[config.mk]
export PLATFORM = sky130hd
export DESIGN_NAME = weighted_priority_job_queue_core
export DESIGN_NICKNAME = d
export VERILOG_FILES = /design/src/design/wpjq_pkg.sv /design/src/design/weighted_priority_job_queue_core.sv /design/src/design/wpjq_datapath.sv /design/src/design/wpjq_ctrl.sv
export SDC_FILE = /design/constraint.sdc
export NUM_CORES = 1
export LEC_CHECK = 0
export BUFFER_PORTS_ARGS = -buffer_cell sky130_fd_sc_hd__buf_4
export CAP_MARGIN = 20
export CORE_MARGIN = 4
export CORE_UTILIZATION = 51
export CTS_BUF_LIST = sky130_fd_sc_hd__clkbuf_2
export CTS_CLUSTER_DIAMETER = 100
export DETAILED_ROUTE_END_ITERATION = 6
export GPL_TIMING_DRIVEN = 0
export PLACE_DENSITY = 0.69
export SYNTH_ARGS = -nofsm -noshare
export SYNTH_HDL_FRONTEND = slang
export SYNTH_SLANG_ARGS = --single-unit
[constraint.sdc]
create_clock -name clk -period 15.2 [get_ports clk]
set_clock_uncertainty 0.1 [all_clocks]
set_input_delay 2.28 -clock clk [delete_from_list [all_inputs] [get_ports clk]]
set_output_delay 2.28 -clock clk [all_outputs]
set_load 0.01 [all_outputs]
[src/design/wpjq_pkg.sv]
// types, codes and helper functions for the weighted priority job queue
// no dependencies
package wpjq_pkg;

    localparam int PRIO_W = 5;
    localparam int CODE_W = 16;
    localparam int OCC_W  = 5;

    localparam logic [5:0] ROLE_WEIGHT = 6'd3;
    localparam logic [5:0] DEPT_WEIGHT = 6'd2;
    localparam logic [3:0] URG_LOW     = 4'd1;
    localparam logic [3:0] URG_MID     = 4'd5;
    localparam logic [3:0] URG_HIGH    = 4'd10;
    localparam logic [2:0] DEPT_MIN    = 3'd1;
    localparam logic [2:0] DEPT_MAX    = 3'd4;
    localparam logic [2:0] ROLE_MIN    = 3'd1;
    localparam logic [2:0] ROLE_MAX    = 3'd3;

    typedef enum logic [1:0] {
        ST_OK      = 2'd0,
        ST_FULL    = 2'd1,
        ST_EMPTY   = 2'd2,
        ST_INVALID = 2'd3
    } status_t;

    typedef enum logic {
        OP_INSERT = 1'b0,
        OP_POP    = 1'b1
    } op_t;

    typedef struct packed {
        op_t        op;
        logic [2:0] department;
        logic [2:0] role;
        logic [3:0] urgency;
    } item_t;

    typedef struct packed {
        status_t             status;
        logic [CODE_W-1:0]   job_code;
        logic [PRIO_W-1:0]   job_priority;
        logic [OCC_W-1:0]    occupancy;
    } result_t;

    typedef struct packed {
        logic [PRIO_W-1:0] prio;
        logic [CODE_W-1:0] code;
    } entry_t;

    // read address source of the entry memory
    typedef enum logic [2:0] {
        RD_ZERO    = 3'd0,
        RD_ONE     = 3'd1,
        RD_TAIL    = 3'd2,
        RD_IDX_DEC = 3'd3,
        RD_IDX_INC = 3'd4
    } rd_sel_t;

    // write address and data source of the entry memory
    typedef enum logic [1:0] {
        WR_NEW_ZERO   = 2'd0,
        WR_NEW_ABOVE  = 2'd1,
        WR_SHIFT_UP   = 2'd2,
        WR_SHIFT_DOWN = 2'd3
    } wr_sel_t;

    typedef enum logic [2:0] {
        IDX_HOLD = 3'd0,
        IDX_TAIL = 3'd1,
        IDX_ONE  = 3'd2,
        IDX_DEC  = 3'd3,
        IDX_INC  = 3'd4
    } idx_op_t;

    typedef struct packed {
        logic    capture;
        logic    rd_en;
        rd_sel_t rd_sel;
        logic    wr_en;
        wr_sel_t wr_sel;
        idx_op_t idx_op;
        logic    hold_head;
        logic    finish;
        status_t fin_status;
    } ctrl_cmd_t;

    typedef struct packed {
        op_t  op;
        logic fields_ok;
        logic full;
        logic empty;
        logic count_one;
        logic rd_greater;
        logic idx_zero;
        logic idx_last;
    } dp_status_t;

    function automatic logic fields_valid(
        input logic [2:0] dept,
        input logic [2:0] role,
        input logic [3:0] urg
    );
        logic ok;
        ok = (dept inside {[DEPT_MIN:DEPT_MAX]}) && (role inside {[ROLE_MIN:ROLE_MAX]})
            && (urg inside {URG_LOW, URG_MID, URG_HIGH});
        return ok;
    endfunction

    function automatic logic [PRIO_W-1:0] calc_priority(
        input logic [2:0] dept,
        input logic [2:0] role,
        input logic [3:0] urg
    );
        logic [5:0] sum;
        sum = 6'(role) * ROLE_WEIGHT + 6'(dept) * DEPT_WEIGHT + 6'(urg);
        return sum[PRIO_W-1:0];
    endfunction

endpackage

[src/design/weighted_priority_job_queue_core.sv]
// weighted priority job queue: sorted insert by priority, pop from the head
// an insert scans from the tail toward the head and a pop shifts the remaining entries down;
// each step moves one entry through the one-read one-write entry memory
// busy is high while an item is at work; the next start may come in the cycle done shows
// each result is a one-cycle transfer on done; reset clears job count and code counter
// the entry memory is not cleared, slots above the job count are never read
module weighted_priority_job_queue_core #(
    parameter int QUEUE_DEPTH = 16
) (
    input  logic               clk,
    input  logic               rst_n,
    input  logic               start,
    input  wpjq_pkg::item_t    item,
    output logic               busy,
    output logic               done,
    output wpjq_pkg::result_t  result
);
    import wpjq_pkg::*;

    ctrl_cmd_t  cmd;
    dp_status_t dp_status;

    wpjq_ctrl u_ctrl (
        .clk    (clk),
        .rst_n  (rst_n),
        .start  (start),
        .status (dp_status),
        .cmd    (cmd),
        .busy   (busy)
    );

    wpjq_datapath #(
        .QUEUE_DEPTH (QUEUE_DEPTH)
    ) u_datapath (
        .clk    (clk),
        .rst_n  (rst_n),
        .item   (item),
        .cmd    (cmd),
        .status (dp_status),
        .result (result),
        .done   (done)
    );

endmodule

[src/design/wpjq_datapath.sv]
// datapath of the weighted priority job queue: entry memory, counters, result register
// depends on wpjq_pkg
module wpjq_datapath #(
    parameter int QUEUE_DEPTH = 16
) (
    input  logic                   clk,
    input  logic                   rst_n,
    input  wpjq_pkg::item_t        item,
    input  wpjq_pkg::ctrl_cmd_t    cmd,
    output wpjq_pkg::dp_status_t   status,
    output wpjq_pkg::result_t      result,
    output logic                   done
);
    import wpjq_pkg::*;

    localparam int IDX_W = $clog2(QUEUE_DEPTH);
    localparam int CNT_W = $clog2(QUEUE_DEPTH + 1);
    localparam logic [CNT_W-1:0] DEPTH_CNT = CNT_W'(QUEUE_DEPTH);
    localparam logic [CNT_W-1:0] CNT_ONE   = CNT_W'(1);
    localparam logic [IDX_W-1:0] IDX_ONE_V = IDX_W'(1);

    entry_t            entry_mem [QUEUE_DEPTH];
    entry_t            rd_data_reg;
    op_t               op_reg;
    logic [PRIO_W-1:0] prio_reg;
    logic              fields_ok_reg;
    logic [IDX_W-1:0]  idx_reg;
    logic [IDX_W-1:0]  idx_next;
    entry_t            head_reg;
    logic [CNT_W-1:0]  count_reg;
    logic [CNT_W-1:0]  count_next;
    logic [CODE_W-1:0] next_code_reg;
    logic [CODE_W-1:0] next_code_next;
    result_t           result_reg;
    result_t           result_next;
    logic              done_reg;

    logic [IDX_W-1:0]   tail_idx;
    logic [IDX_W-1:0]   idx_plus;
    logic [IDX_W-1:0]   idx_minus;
    logic [IDX_W-1:0]   rd_addr;
    logic [IDX_W-1:0]   wr_addr;
    entry_t             wr_data;
    entry_t             new_entry;
    logic [CNT_W+4:0]   occ_wide;

    assign tail_idx  = IDX_W'(count_reg - CNT_ONE);
    assign idx_plus  = idx_reg + IDX_ONE_V;
    assign idx_minus = idx_reg - IDX_ONE_V;
    assign new_entry = '{prio: prio_reg, code: next_code_reg};

    always_comb
    begin
        case (cmd.rd_sel)
            RD_ZERO:    rd_addr = '0;
            RD_ONE:     rd_addr = IDX_ONE_V;
            RD_TAIL:    rd_addr = tail_idx;
            RD_IDX_DEC: rd_addr = idx_minus;
            RD_IDX_INC: rd_addr = idx_plus;
            default:    rd_addr = '0;
        endcase
    end

    always_comb
    begin
        case (cmd.wr_sel)
            WR_NEW_ZERO:
            begin
                wr_addr = '0;
                wr_data = new_entry;
            end
            WR_NEW_ABOVE:
            begin
                wr_addr = idx_plus;
                wr_data = new_entry;
            end
            WR_SHIFT_UP:
            begin
                wr_addr = idx_plus;
                wr_data = rd_data_reg;
            end
            WR_SHIFT_DOWN:
            begin
                wr_addr = idx_minus;
                wr_data = rd_data_reg;
            end
            default:
            begin
                wr_addr = '0;
                wr_data = new_entry;
            end
        endcase
    end

    // single write port, single registered read port
    always_ff @(posedge clk)
    begin
        if (cmd.wr_en)
        begin
            entry_mem[wr_addr] <= wr_data;
        end
        if (cmd.rd_en)
        begin
            rd_data_reg <= entry_mem[rd_addr];
        end
    end

    always_comb
    begin
        case (cmd.idx_op)
            IDX_HOLD: idx_next = idx_reg;
            IDX_TAIL: idx_next = tail_idx;
            IDX_ONE:  idx_next = IDX_ONE_V;
            IDX_DEC:  idx_next = idx_minus;
            IDX_INC:  idx_next = idx_plus;
            default:  idx_next = idx_reg;
        endcase
    end

    // result of a finished item, counters advance only on a successful transfer
    always_comb
    begin
        count_next     = count_reg;
        next_code_next = next_code_reg;
        result_next    = result_reg;
        if (cmd.finish)
        begin
            result_next.status       = cmd.fin_status;
            result_next.job_code     = '0;
            result_next.job_priority = '0;
            case (cmd.fin_status)
                ST_OK:
                begin
                    if (op_reg == OP_INSERT)
                    begin
                        count_next               = count_reg + CNT_ONE;
                        next_code_next           = next_code_reg + CODE_W'(1);
                        result_next.job_code     = next_code_reg;
                        result_next.job_priority = prio_reg;
                    end
                    else
                    begin
                        count_next               = count_reg - CNT_ONE;
                        result_next.job_code     = head_reg.code;
                        result_next.job_priority = head_reg.prio;
                    end
                end
                ST_FULL:
                begin
                    result_next.job_priority = prio_reg;
                end
                default:
                begin
                    result_next.job_priority = '0;
                end
            endcase
            occ_wide = {5'b0, count_next};
            result_next.occupancy = occ_wide[OCC_W-1:0];
        end
        else
        begin
            occ_wide = '0;
        end
    end

    always_ff @(posedge clk)
    begin
        if (cmd.capture)
        begin
            op_reg        <= item.op;
            prio_reg      <= calc_priority(item.department, item.role, item.urgency);
            fields_ok_reg <= fields_valid(item.department, item.role, item.urgency);
        end
        if (cmd.hold_head)
        begin
            head_reg <= rd_data_reg;
        end
        idx_reg    <= idx_next;
        result_reg <= result_next;
    end

    always_ff @(posedge clk or negedge rst_n)
    begin
        if (!rst_n)
        begin
            count_reg     <= '0;
            next_code_reg <= '0;
            done_reg      <= 1'b0;
        end
        else
        begin
            count_reg     <= count_next;
            next_code_reg <= next_code_next;
            done_reg      <= cmd.finish;
        end
    end

    assign status.op         = op_reg;
    assign status.fields_ok  = fields_ok_reg;
    assign status.full       = (count_reg == DEPTH_CNT);
    assign status.empty      = (count_reg == '0);
    assign status.count_one  = (count_reg == CNT_ONE);
    assign status.rd_greater = (rd_data_reg.prio > prio_reg);
    assign status.idx_zero   = (idx_reg == '0);
    assign status.idx_last   = ((CNT_W'(idx_reg) + CNT_ONE) == count_reg);

    assign result = result_reg;
    assign done   = done_reg;

endmodule

[src/design/wpjq_ctrl.sv]
// controller of the weighted priority job queue: sequences insert scan and pop shift
// depends on wpjq_pkg
module wpjq_ctrl (
    input  logic                  clk,
    input  logic                  rst_n,
    input  logic                  start,
    input  wpjq_pkg::dp_status_t  status,
    output wpjq_pkg::ctrl_cmd_t   cmd,
    output logic                  busy
);
    import wpjq_pkg::*;

    typedef enum logic [6:0] {
        S_IDLE     = 7'b0000001,
        S_DISPATCH = 7'b0000010,
        S_INS_SCAN = 7'b0000100,
        S_INS_LAST = 7'b0001000,
        S_POP_HEAD = 7'b0010000,
        S_POP_SHIFT = 7'b0100000,
        S_POP_FIN  = 7'b1000000
    } ctrl_state_t;

    ctrl_state_t state_reg;
    ctrl_state_t state_next;

    always_comb
    begin
        cmd        = '0;
        state_next = state_reg;
        case (state_reg)
            S_IDLE:
            begin
                if (start)
                begin
                    cmd.capture = 1'b1;
                    state_next  = S_DISPATCH;
                end
            end
            S_DISPATCH:
            begin
                if (status.op == OP_INSERT)
                begin
                    if (!status.fields_ok)
                    begin
                        cmd.finish     = 1'b1;
                        cmd.fin_status = ST_INVALID;
                        state_next     = S_IDLE;
                    end
                    else if (status.full)
                    begin
                        cmd.finish     = 1'b1;
                        cmd.fin_status = ST_FULL;
                        state_next     = S_IDLE;
                    end
                    else if (status.empty)
                    begin
                        cmd.wr_en      = 1'b1;
                        cmd.wr_sel     = WR_NEW_ZERO;
                        cmd.finish     = 1'b1;
                        cmd.fin_status = ST_OK;
                        state_next     = S_IDLE;
                    end
                    else
                    begin
                        cmd.idx_op = IDX_TAIL;
                        cmd.rd_en  = 1'b1;
                        cmd.rd_sel = RD_TAIL;
                        state_next = S_INS_SCAN;
                    end
                end
                else if (status.empty)
                begin
                    cmd.finish     = 1'b1;
                    cmd.fin_status = ST_EMPTY;
                    state_next     = S_IDLE;
                end
                else
                begin
                    cmd.rd_en  = 1'b1;
                    cmd.rd_sel = RD_ZERO;
                    state_next = S_POP_HEAD;
                end
            end
            S_INS_SCAN:
            begin
                // walk from the tail toward the head, moving lower or equal entries up
                cmd.wr_en = 1'b1;
                if (status.rd_greater)
                begin
                    cmd.wr_sel     = WR_NEW_ABOVE;
                    cmd.finish     = 1'b1;
                    cmd.fin_status = ST_OK;
                    state_next     = S_IDLE;
                end
                else
                begin
                    cmd.wr_sel = WR_SHIFT_UP;
                    if (status.idx_zero)
                    begin
                        state_next = S_INS_LAST;
                    end
                    else
                    begin
                        cmd.idx_op = IDX_DEC;
                        cmd.rd_en  = 1'b1;
                        cmd.rd_sel = RD_IDX_DEC;
                    end
                end
            end
            S_INS_LAST:
            begin
                cmd.wr_en      = 1'b1;
                cmd.wr_sel     = WR_NEW_ZERO;
                cmd.finish     = 1'b1;
                cmd.fin_status = ST_OK;
                state_next     = S_IDLE;
            end
            S_POP_HEAD:
            begin
                cmd.hold_head = 1'b1;
                if (status.count_one)
                begin
                    state_next = S_POP_FIN;
                end
                else
                begin
                    cmd.idx_op = IDX_ONE;
                    cmd.rd_en  = 1'b1;
                    cmd.rd_sel = RD_ONE;
                    state_next = S_POP_SHIFT;
                end
            end
            S_POP_SHIFT:
            begin
                cmd.wr_en  = 1'b1;
                cmd.wr_sel = WR_SHIFT_DOWN;
                if (status.idx_last)
                begin
                    cmd.finish     = 1'b1;
                    cmd.fin_status = ST_OK;
                    state_next     = S_IDLE;
                end
                else
                begin
                    cmd.idx_op = IDX_INC;
                    cmd.rd_en  = 1'b1;
                    cmd.rd_sel = RD_IDX_INC;
                end
            end
            S_POP_FIN:
            begin
                cmd.finish     = 1'b1;
                cmd.fin_status = ST_OK;
                state_next     = S_IDLE;
            end
            default:
            begin
                state_next = S_IDLE;
            end
        endcase
    end

    always_ff @(posedge clk or negedge rst_n)
    begin
        if (!rst_n)
        begin
            state_reg <= S_IDLE;
        end
        else
        begin
            state_reg <= state_next;
        end
    end

    assign busy = (state_reg != S_IDLE);

endmodule

; ---- Word level (Yosys, flattened, before mapping)
; Memories as Yosys holds them, arrays and structs flattened. A register that Yosys moved wholly into a read port is not among the register bits.
; Cells that the tools add are included.
[totals]
ff_bits = 89
latchBits = 0
ram_bits = 336
mem_bits_ro = 0
output_inout_bits = 30
mem_count = 1
[op_classes]
addsub = 8
n_mul = 1
div = 0
order_cmp = 5
n_eq_ne = 29
shifts = 0
mux = 51
n_bitwise = 1
reduce_logical = 16
[mem_list]
columns = memory, depth, word_bits, read_ports, rd_clocked_by_memory_dff, write_ports, line
row1 = u_datapath.entry_mem, 16, 21, 1, 1, 1, wpjq_datapath.sv:22  ; entry_t entry_mem [QUEUE_DEPTH];
[ops]
columns = cell, count
row1 = 7-bit 2-to-1 mux, 8
row2 = 4-bit case mux with 4 select lines, 3
row3 = 21-bit case mux with 2 select lines, 1
row4 = 3-bit case mux with 4 select lines, 3
row5 = 7-bit case mux with 5 select lines, 1
row6 = 3-bit 2-to-1 mux, 10
row7 = 4-bit 2-to-1 mux, 7
row8 = 21-bit 2-to-1 mux, 1
row9 = 10-bit 2-to-1 mux, 2
row10 = 16-bit by 1-bit adder with 16-bit output (second input constant), 1
row11 = 5-bit 2-to-1 mux, 3
row12 = 3-bit by 2-bit == test with 1-bit output (second input constant), 4
row13 = 4-bit case mux with 3 select lines, 1
row14 = 5-bit by 4-bit adder with 5-bit output, 2
row15 = 5-bit case mux with 2 select lines, 1
row16 = 2-bit OR reduction, 4
row17 = 7-bit by 1-bit == test with 1-bit output (second input constant), 1
row18 = 7-bit by 2-bit == test with 1-bit output (second input constant), 1
row19 = 7-bit by 3-bit == test with 1-bit output (second input constant), 1
row20 = 7-bit by 4-bit == test with 1-bit output (second input constant), 1
row21 = 7-bit by 5-bit == test with 1-bit output (second input constant), 1
row22 = 7-bit by 6-bit == test with 1-bit output (second input constant), 1
row23 = 7-bit == test (second input constant), 1
row24 = 7-bit by 1-bit != test with 1-bit output (second input constant), 1
row25 = 33 further kinds, 51

; ---- Longest topological paths before layout
; Gate-level depths: netlist of the first run.
[logic_depth]
ltp_word = 9
depth_mapped = 16
depth_no_buf = 16

; ---- Hierarchy
; Synthesis of the first run repeated with hierarchy kept, for this count alone.
[hier_totals]
hier_cells = 1228
area_unflattened_um2 = 19084.6
[by_module_without_submodules]
columns = module, n_inst, cells_per_inst, area_per_inst_um2
row1 = wpjq_datapath, 1, 1160, 18532.8
row2 = wpjq_ctrl, 1, 68, 551.8

; ---- Worst setup path after synthesis of the first run
; OpenSTA, ideal clock, no wires.
[synth_timing]
path_type = flip-flop to flip-flop
start = register u_datapath.rd_data_reg[17] (netlist name)
end = memory u_datapath.entry_mem[8][0] (netlist name), enable pin
arrival_time_ns = 4.337
t_required_ns = 14.670
setup_slack_ns = 10.333
stages_incl_launch_ff = 14
path_buffers = 1
cell_sequence = edfxtp_1 ha_1 nor2b_1 o21ai_0 a21oi_1 nor2_1 o21ai_0 inv_1 ha_1 clkbuf_1 a221o_1 o21ai_0 nor3_1 nor3b_1
[synth_between]
elab_chain_cells = 6
word_cells_on_any_way = 9
cone_classes = order compare: 1 / eq/ne: 3 / mux: 3 / reduce/logical: 2
[synth_rtl]
columns = element, line
row1 = 5-bit > comparator (*), wpjq_datapath.sv:203  ; assign status.rd_greater = (rd_data_reg.prio > prio_reg);
row2 = 2-bit 2-to-1 mux (*), wpjq_ctrl.sv:88  ; if (status.rd_greater)
row3 = 3-bit case mux with 4 select lines (*), wpjq_ctrl.sv:30  ; case (state_reg)
row4 = 2-bit by 1-bit == test with 1-bit output / 2-bit == test (equally long branches), wpjq_datapath.sv:66  ; case (cmd.wr_sel)
row5 = 2-bit OR reduction (no line), --
row6 = 4-bit case mux with 3 select lines (*), wpjq_datapath.sv:66
row7 = to (decl), wpjq_datapath.sv:22
; Every way passes the cells marked *; elsewhere a longest branch is shown, timed or not.

; ---- Final worst setup path of the first run
[layout_timing]
start = register u_datapath.rd_data_reg[17] (netlist name)
end = memory u_datapath.entry_mem[4][11] (netlist name), enable pin
[layout_between]
elab_chain_cells = 6
word_cells_on_any_way = 9
cone_classes = order compare: 1 / eq/ne: 3 / mux: 3 / reduce/logical: 2
[layout_rtl]
columns = element, line
row1 = 5-bit > comparator (*), wpjq_datapath.sv:203
row2 = 2-bit 2-to-1 mux (*), wpjq_ctrl.sv:88
row3 = 3-bit case mux with 4 select lines (*), wpjq_ctrl.sv:30
row4 = 2-bit by 1-bit == test with 1-bit output / 2-bit == test (equally long branches), wpjq_datapath.sv:66
row5 = 2-bit OR reduction (no line), --
row6 = 4-bit case mux with 3 select lines (*), wpjq_datapath.sv:66
; Marked as above.

==> results.json, run 1 <==
{
  "synth_edf_count": 417,
  "critPathKind": "reg2reg",
  "num_io_pins": 44,
  "use_met2": 0.338,
  "ant_nets": 0,
  "dr.pass1.iters": 5,
  "synth_area_leader_cell": "edfxtp_1",
  "synth_top_area_share": 0.658,
  "tns_ps": 0,
  "yosys.area_share.simple": 0.0983,
  "chipHeight_microns": 201,
  "start_kind": "flip-flop",
  "wl_mm": 41.2,
  "cp.required_ps": 15740,
  "synth_area_leaders": "edfxtp_1, dfrtp_1, nand2_1",
  "fin_nets": 1534,
  "vias_per_cell": 5.64,
  "reg2regPathDepth": 15,
  "cap_violations": 0,
  "rsz0062_at_grt": "no",
  "grt_use_total": 0.201,
  "leakage_uw": 0.00821,
  "drtIter0Drc": 821,
  "finalHoldViolations": 0,
  "synthAdderAreaFrac": 0.0208,
  "fin_crit_sh": 0.352,
  "async_flop_share": 0.0650,
  "cts_setup_buffers": 0,
  "rows": 70,
  "clkTransAtPathRegs_ps": 130,
  "yosysSeqAreaShare": 0.696,
  "grt.met3_usage": 0.0438,
  "path_max_fanout": 11,
  "setup_violations": 0,
  "synth.area.mux_share": 0.0564,
  "clk_latency_ps": 970,
  "synth_area_per_cell_sq_um": 14.4,
  "wl_per_cell_microns": 20.2,
  "ys_ff_latch": 446,
  "min_path_type": "reg2reg",
  "port_buffers": 43,
  "antenna_found_initial": 1,
  "rrSetupSlack_ps": 9850,
  "synth_xor_area_frac": 0.0175,
  "synthFlopType": "edfxtp_1",
  "postCtsResizedCells": 0,
  "yosys-top-cells-count": "edfxtp_1, nand2_1, a211oi_1",
  "largest_reg_flops": 336,
  "yosys_warnings": 0,
  "holdBufCountCts": 0,
  "areaGrowthSynthToFinish_pct": 11.3,
  "clock.fmax_ghz": 0.187,
  "post-synth-top-count-cell": "edfxtp_1",
  "synth_top_family_by_area": "simple AND/OR/NAND/NOR gates",
  "syn-num-nets": 1367,
  "synth_cell_type_count": 68,
  "period_needed_ps": 5350,
  "gr-usage-met1": 0.263,
  "drive_gt1_frac": 0.201,
  "whs_ps": 339,
  "clock_path_buffers": 3,
  "dpl.hpwl_mm": 29.0,
  "drv_slew": 0,
  "fin_ws_ps": 9850,
  "fin_area_sq_um": 21200,
  "worst_pin_slew_ps": 1130,
  "relSlewSlack": 0.246,
  "syn-cell-area_sq_um": 19000,
  "hold_depth": 0,
  "end_kind": "flip-flop",
  "final_cells": 2038,
  "post-route-drc-count": 0,
  "synth_compound_area_frac": 0.0833,
  "core_sq_um": 36700,
  "grt_pass1_vias": 11600,
  "dieArea_sq_um": 40500,
  "place_congestion": 0.872,
  "grt_most_used_layer": "met2",
  "die_w_microns": 201,
  "grt_max_degree": 30,
  "cts_tree": "done",
  "placed_cells": 1853,
  "p_per_area_nw_per_um2": 130,
  "vias": 11500,
  "place_ws_ps": 10030,
  "root_buffer": "clkbuf_2",
  "place_area_sq_um": 20300,
  "peakVddDrop_uv": 45.1,
  "cts_max_level": 3,
  "grt_overflow": 0,
  "synthCells": 1325,
  "clock_sinks": 446,
  "grt_pass1_wl_mm": 64.1,
  "cts_made_buffers": 105,
  "outcome": "complete, no violations",
  "crit_arrival_ps": 5890,
  "start_util": 0.519
}
[critical path, stage by stage, from the launching register on]
cell	delay (ps)
edfxtp_1	470
ha_1	320
nor2b_1	120
o21ai_0	110
a21oi_1	530
nor2_1	100
o21ai_0	330
inv_1	120
ha_1	280
clkbuf_1	180
nand2_1	80
o21ai_0	70
o21ai_0	690
nand2_1	270
nor3_2	900
buf_4	360
[final timing paths]
| check | from | to |
|---|---|---|
| max | u_datapath.rd_data_reg[17]$_DFFE_PP_ | u_datapath.entry_mem[4][11]$_DFFE_PP_ |
| min | u_datapath.rd_data_reg[8]$_DFFE_PP_ | u_datapath.head_reg[8]$_DFFE_PP_ |
| max reg2reg | u_datapath.rd_data_reg[17]$_DFFE_PP_ | u_datapath.entry_mem[4][11]$_DFFE_PP_ |
| min reg2reg | u_datapath.rd_data_reg[8]$_DFFE_PP_ | u_datapath.head_reg[8]$_DFFE_PP_ |
| max in group asynchronous | rst_n | u_ctrl.state_reg[0]$_DFFE_PN1P_ |
| min in group asynchronous | rst_n | u_ctrl.state_reg[5]$_DFFE_PN0P_ |
[logic make-up after synthesis]
| logic type | after synthesis |
|---|---|
| flops | 446 |
| simple gates | 390 |
| compound gates | 212 |
| buf+inv | 109 |
| mux | 102 |
| xor+xnor | 38 |
| fa+ha+maj | 28 |
[per-stage QoR]
| step | power [uW] | util |
|---|---|---|
| 5_1_grt | 2910 | 0.577 |
| 3_3_place_gp | 2030 | 0.543 |
| 2_1_floorplan | 1860 | - |
| 4_1_cts | 2780 | 0.577 |
| 6_report | 2760 | 0.577 |
| 3_5_place_dp | 2050 | 0.552 |
[final cells by class]
type                            count  area [sq um]
Sequential cell                   446         13200
Inverter                           31           116
Tap cell                          468           586
Clock inverter                     34           166
Timing Repair Buffer               60           611
Multi-Input combinational cell    770          5300
Clock buffer                      150           751
Antenna cell                        1          2.50
Buffer                             78           408
Fill cell                        2935         15500
[report_power, final]
group	switching, uW	leakage, uW	internal, uW
logic	349	0.00294	192
clock network	457	0.000699	282
registers	31.1	0.00457	1450
[layout by cell type, fill, tap and decap left out, types with 4 or more instances in the layout]
cell type	n
nor3_1	13
inv_1	31
nand3_1	15
clkbuf_1	40
clkinv_1	29
dfrtp_1	28
xnor2_1	23
edfxtp_1	417
mux2i_1	60
clkbuf_2	150
nand4_1	4
buf_4	50
xor2_1	15
and2_0	17
nor2_2	6
and2_1	49
a221o_1	23
o21ai_0	12
a21oi_1	14
nor3_2	4
buf_2	23
mux2_2	42
buf_8	6
o32ai_1	22
nand2_1	171
ha_1	22
buf_16	5
fa_1	6
a211oi_1	64
a31oi_1	45
or3_1	4
buf_6	6
and3_1	25
o22ai_1	6
buf_1	4
nor2_1	55
[metal layers]
| layer | share of wire | vias up |
|---|---|---|
| met2 | 0.49 | 407 |
| met4 | 0.023 | 0 |
| met1 | 0.42 | 5591 |
| li1 | - | 5416 |
| met3 | 0.070 | 87 |
| met5 | 0 | - |
No activity file was read; power rests on OpenSTA's default activity.
==> inputs of run 2 (changes only) <==
Clock period 15.2 ns to 5.23 ns, I/O delays scaled along.
==> results.json, run 2 (same netlist as run 1, synthesis figures left out) <==
{
  "start_kind": "flip-flop",
  "finalHoldViolations": 0,
  "rows": 70,
  "fin_nets": 1543,
  "vias_per_cell": 5.64,
  "wl_per_cell_microns": 20.1,
  "min_path_type": "in2reg",
  "critPathKind": "reg2reg",
  "fin_ws_ps": 295,
  "period_needed_ps": 4930,
  "path_max_fanout": 21,
  "chipHeight_microns": 201,
  "worst_pin_slew_ps": 1420,
  "grt_max_degree": 30,
  "grt_pass1_vias": 11700,
  "whs_ps": 103,
  "final_common_cell": "edfxtp_1",
  "grt.met3_usage": 0.0438,
  "dpl.hpwl_mm": 29.0,
  "setup_violations": 0,
  "clock_path_buffers": 3,
  "leakage_uw": 0.00825,
  "ant_nets": 0,
  "grt_most_used_layer": "met2",
  "cts_max_level": 3,
  "start_util": 0.519,
  "drive_gt1_frac": 0.203,
  "core_sq_um": 36700,
  "drv_slew": 0,
  "cts_made_buffers": 105,
  "post-route-drc-count": 0,
  "largest_reg_flops": 336,
  "dr.pass1.iters": 5,
  "outcome": "complete, no violations",
  "grt_pass1_wl_mm": 64.2,
  "wl_mm": 41.2,
  "cp.required_ps": 5690,
  "cts_tree": "done",
  "grt_overflow": 0,
  "fin_crit_sh": 0.944,
  "end_kind": "flip-flop",
  "placed_cells": 1853,
  "root_buffer": "clkbuf_2",
  "areaGrowthSynthToFinish_pct": 11.8,
  "clk_latency_ps": 960,
  "place_ws_ps": 60.6,
  "die_w_microns": 201,
  "gr-usage-met1": 0.263,
  "crit_arrival_ps": 5400,
  "use_met2": 0.339,
  "vias": 11500,
  "clock.fmax_ghz": 0.203,
  "num_io_pins": 44,
  "p_per_area_nw_per_um2": 377,
  "peakVddDrop_uv": 130,
  "port_buffers": 43,
  "clock_sinks": 446,
  "clkTransAtPathRegs_ps": 120,
  "grt_use_total": 0.202,
  "rsz0062_at_grt": "no",
  "mostFrequentLayoutCells": "edfxtp_1, nand2_1, clkbuf_2, a211oi_1, mux2i_1",
  "place_congestion": 0.872,
  "final_cells": 2047,
  "drtIter0Drc": 805,
  "antenna_found_initial": 1,
  "dieArea_sq_um": 40500,
  "relSlewSlack": 0.0487,
  "cap_violations": 0
}
[run 2: cell types whose count changed in the layout (fill, tap and decap cells not counted), sizes merged]
cell,change
dlygate4sd3,+5
buf,+4
[run 2: routing by layer]
metal / up-vias / part of all wire
met2: 386 / 0.49
met1: 5640 / 0.42
met5: - / 0
li1: 5436 / -
met4: 0 / 0.022
met3: 81 / 0.069
[run 2: power by group]
group	internal [uW]	switching, uW	leakage [uW]
clock	819	1330	0.000699
combinational	563	1020	0.00298
sequential	4210	90.1	0.00457
total	5590	2430	0.00825
[run 2: worst max-delay path, cell delays in order, from the launching register on]
cell and delay, ps:
edfxtp_1 470, ha_1 320, nor2b_1 120, o21ai_0 110, a21oi_1 560, nor2_1 100
o21ai_0 330, inv_1 120, ha_1 290, clkbuf_1 270, mux2i_1 170, nor4_1 700
and3b_1 890
[run 2: layout make-up]
cell class                 instances  area (sq um)
antenna                            1          2.50
buffer                            78           408
clock buffer                     150           751
clock inverter                    34           166
fill                            2923         15400
inverter                          31           116
multi-input combinational        770          5310
sequential                       446         13200
tap                              468           586
timing repair buffer              69           691
[run 2: repair_timing]
| action | CTS | global route |
|---|---|---|
| gates resized for setup | 0 | 4 |
| setup buffers | 0 | 4 |
| hold endpoints to repair | 32 | 0 |
| endpoints found under the setup margin | 0 | 61 |
| hold buffers | 5 | 0 |
[run 2: through the flow]
stage	utilization	area, sq um	power, uW	TNS [ps]
floorplan	-	19000	5410	0
global placement	0.543	19900	5890	-153630
detailed placement	0.552	20300	5950	0
CTS	0.579	21200	8100	0
global route	0.580	21300	8460	0
finish	0.580	21300	8020	0
[run 2: worst paths after layout]
path	slack (ps)	endpoint	depth (start not counted)	from
max in group asynchronous	4510	u_ctrl.state_reg[0]$_DFFE_PN1P_	2	rst_n
max	300	u_datapath.entry_mem[15][12]$_DFFE_PP_	12	u_datapath.rd_data_reg[17]$_DFFE_PP_
max reg2reg	300	u_datapath.entry_mem[15][12]$_DFFE_PP_	12	u_datapath.rd_data_reg[17]$_DFFE_PP_
min reg2reg	340	u_datapath.head_reg[2]$_DFFE_PP_	0	u_datapath.rd_data_reg[2]$_DFFE_PP_
min	100	u_datapath.prio_reg[1]$_DFFE_PP_	2	item[7]
min in group asynchronous	180	u_ctrl.state_reg[5]$_DFFE_PN0P_	2	rst_n
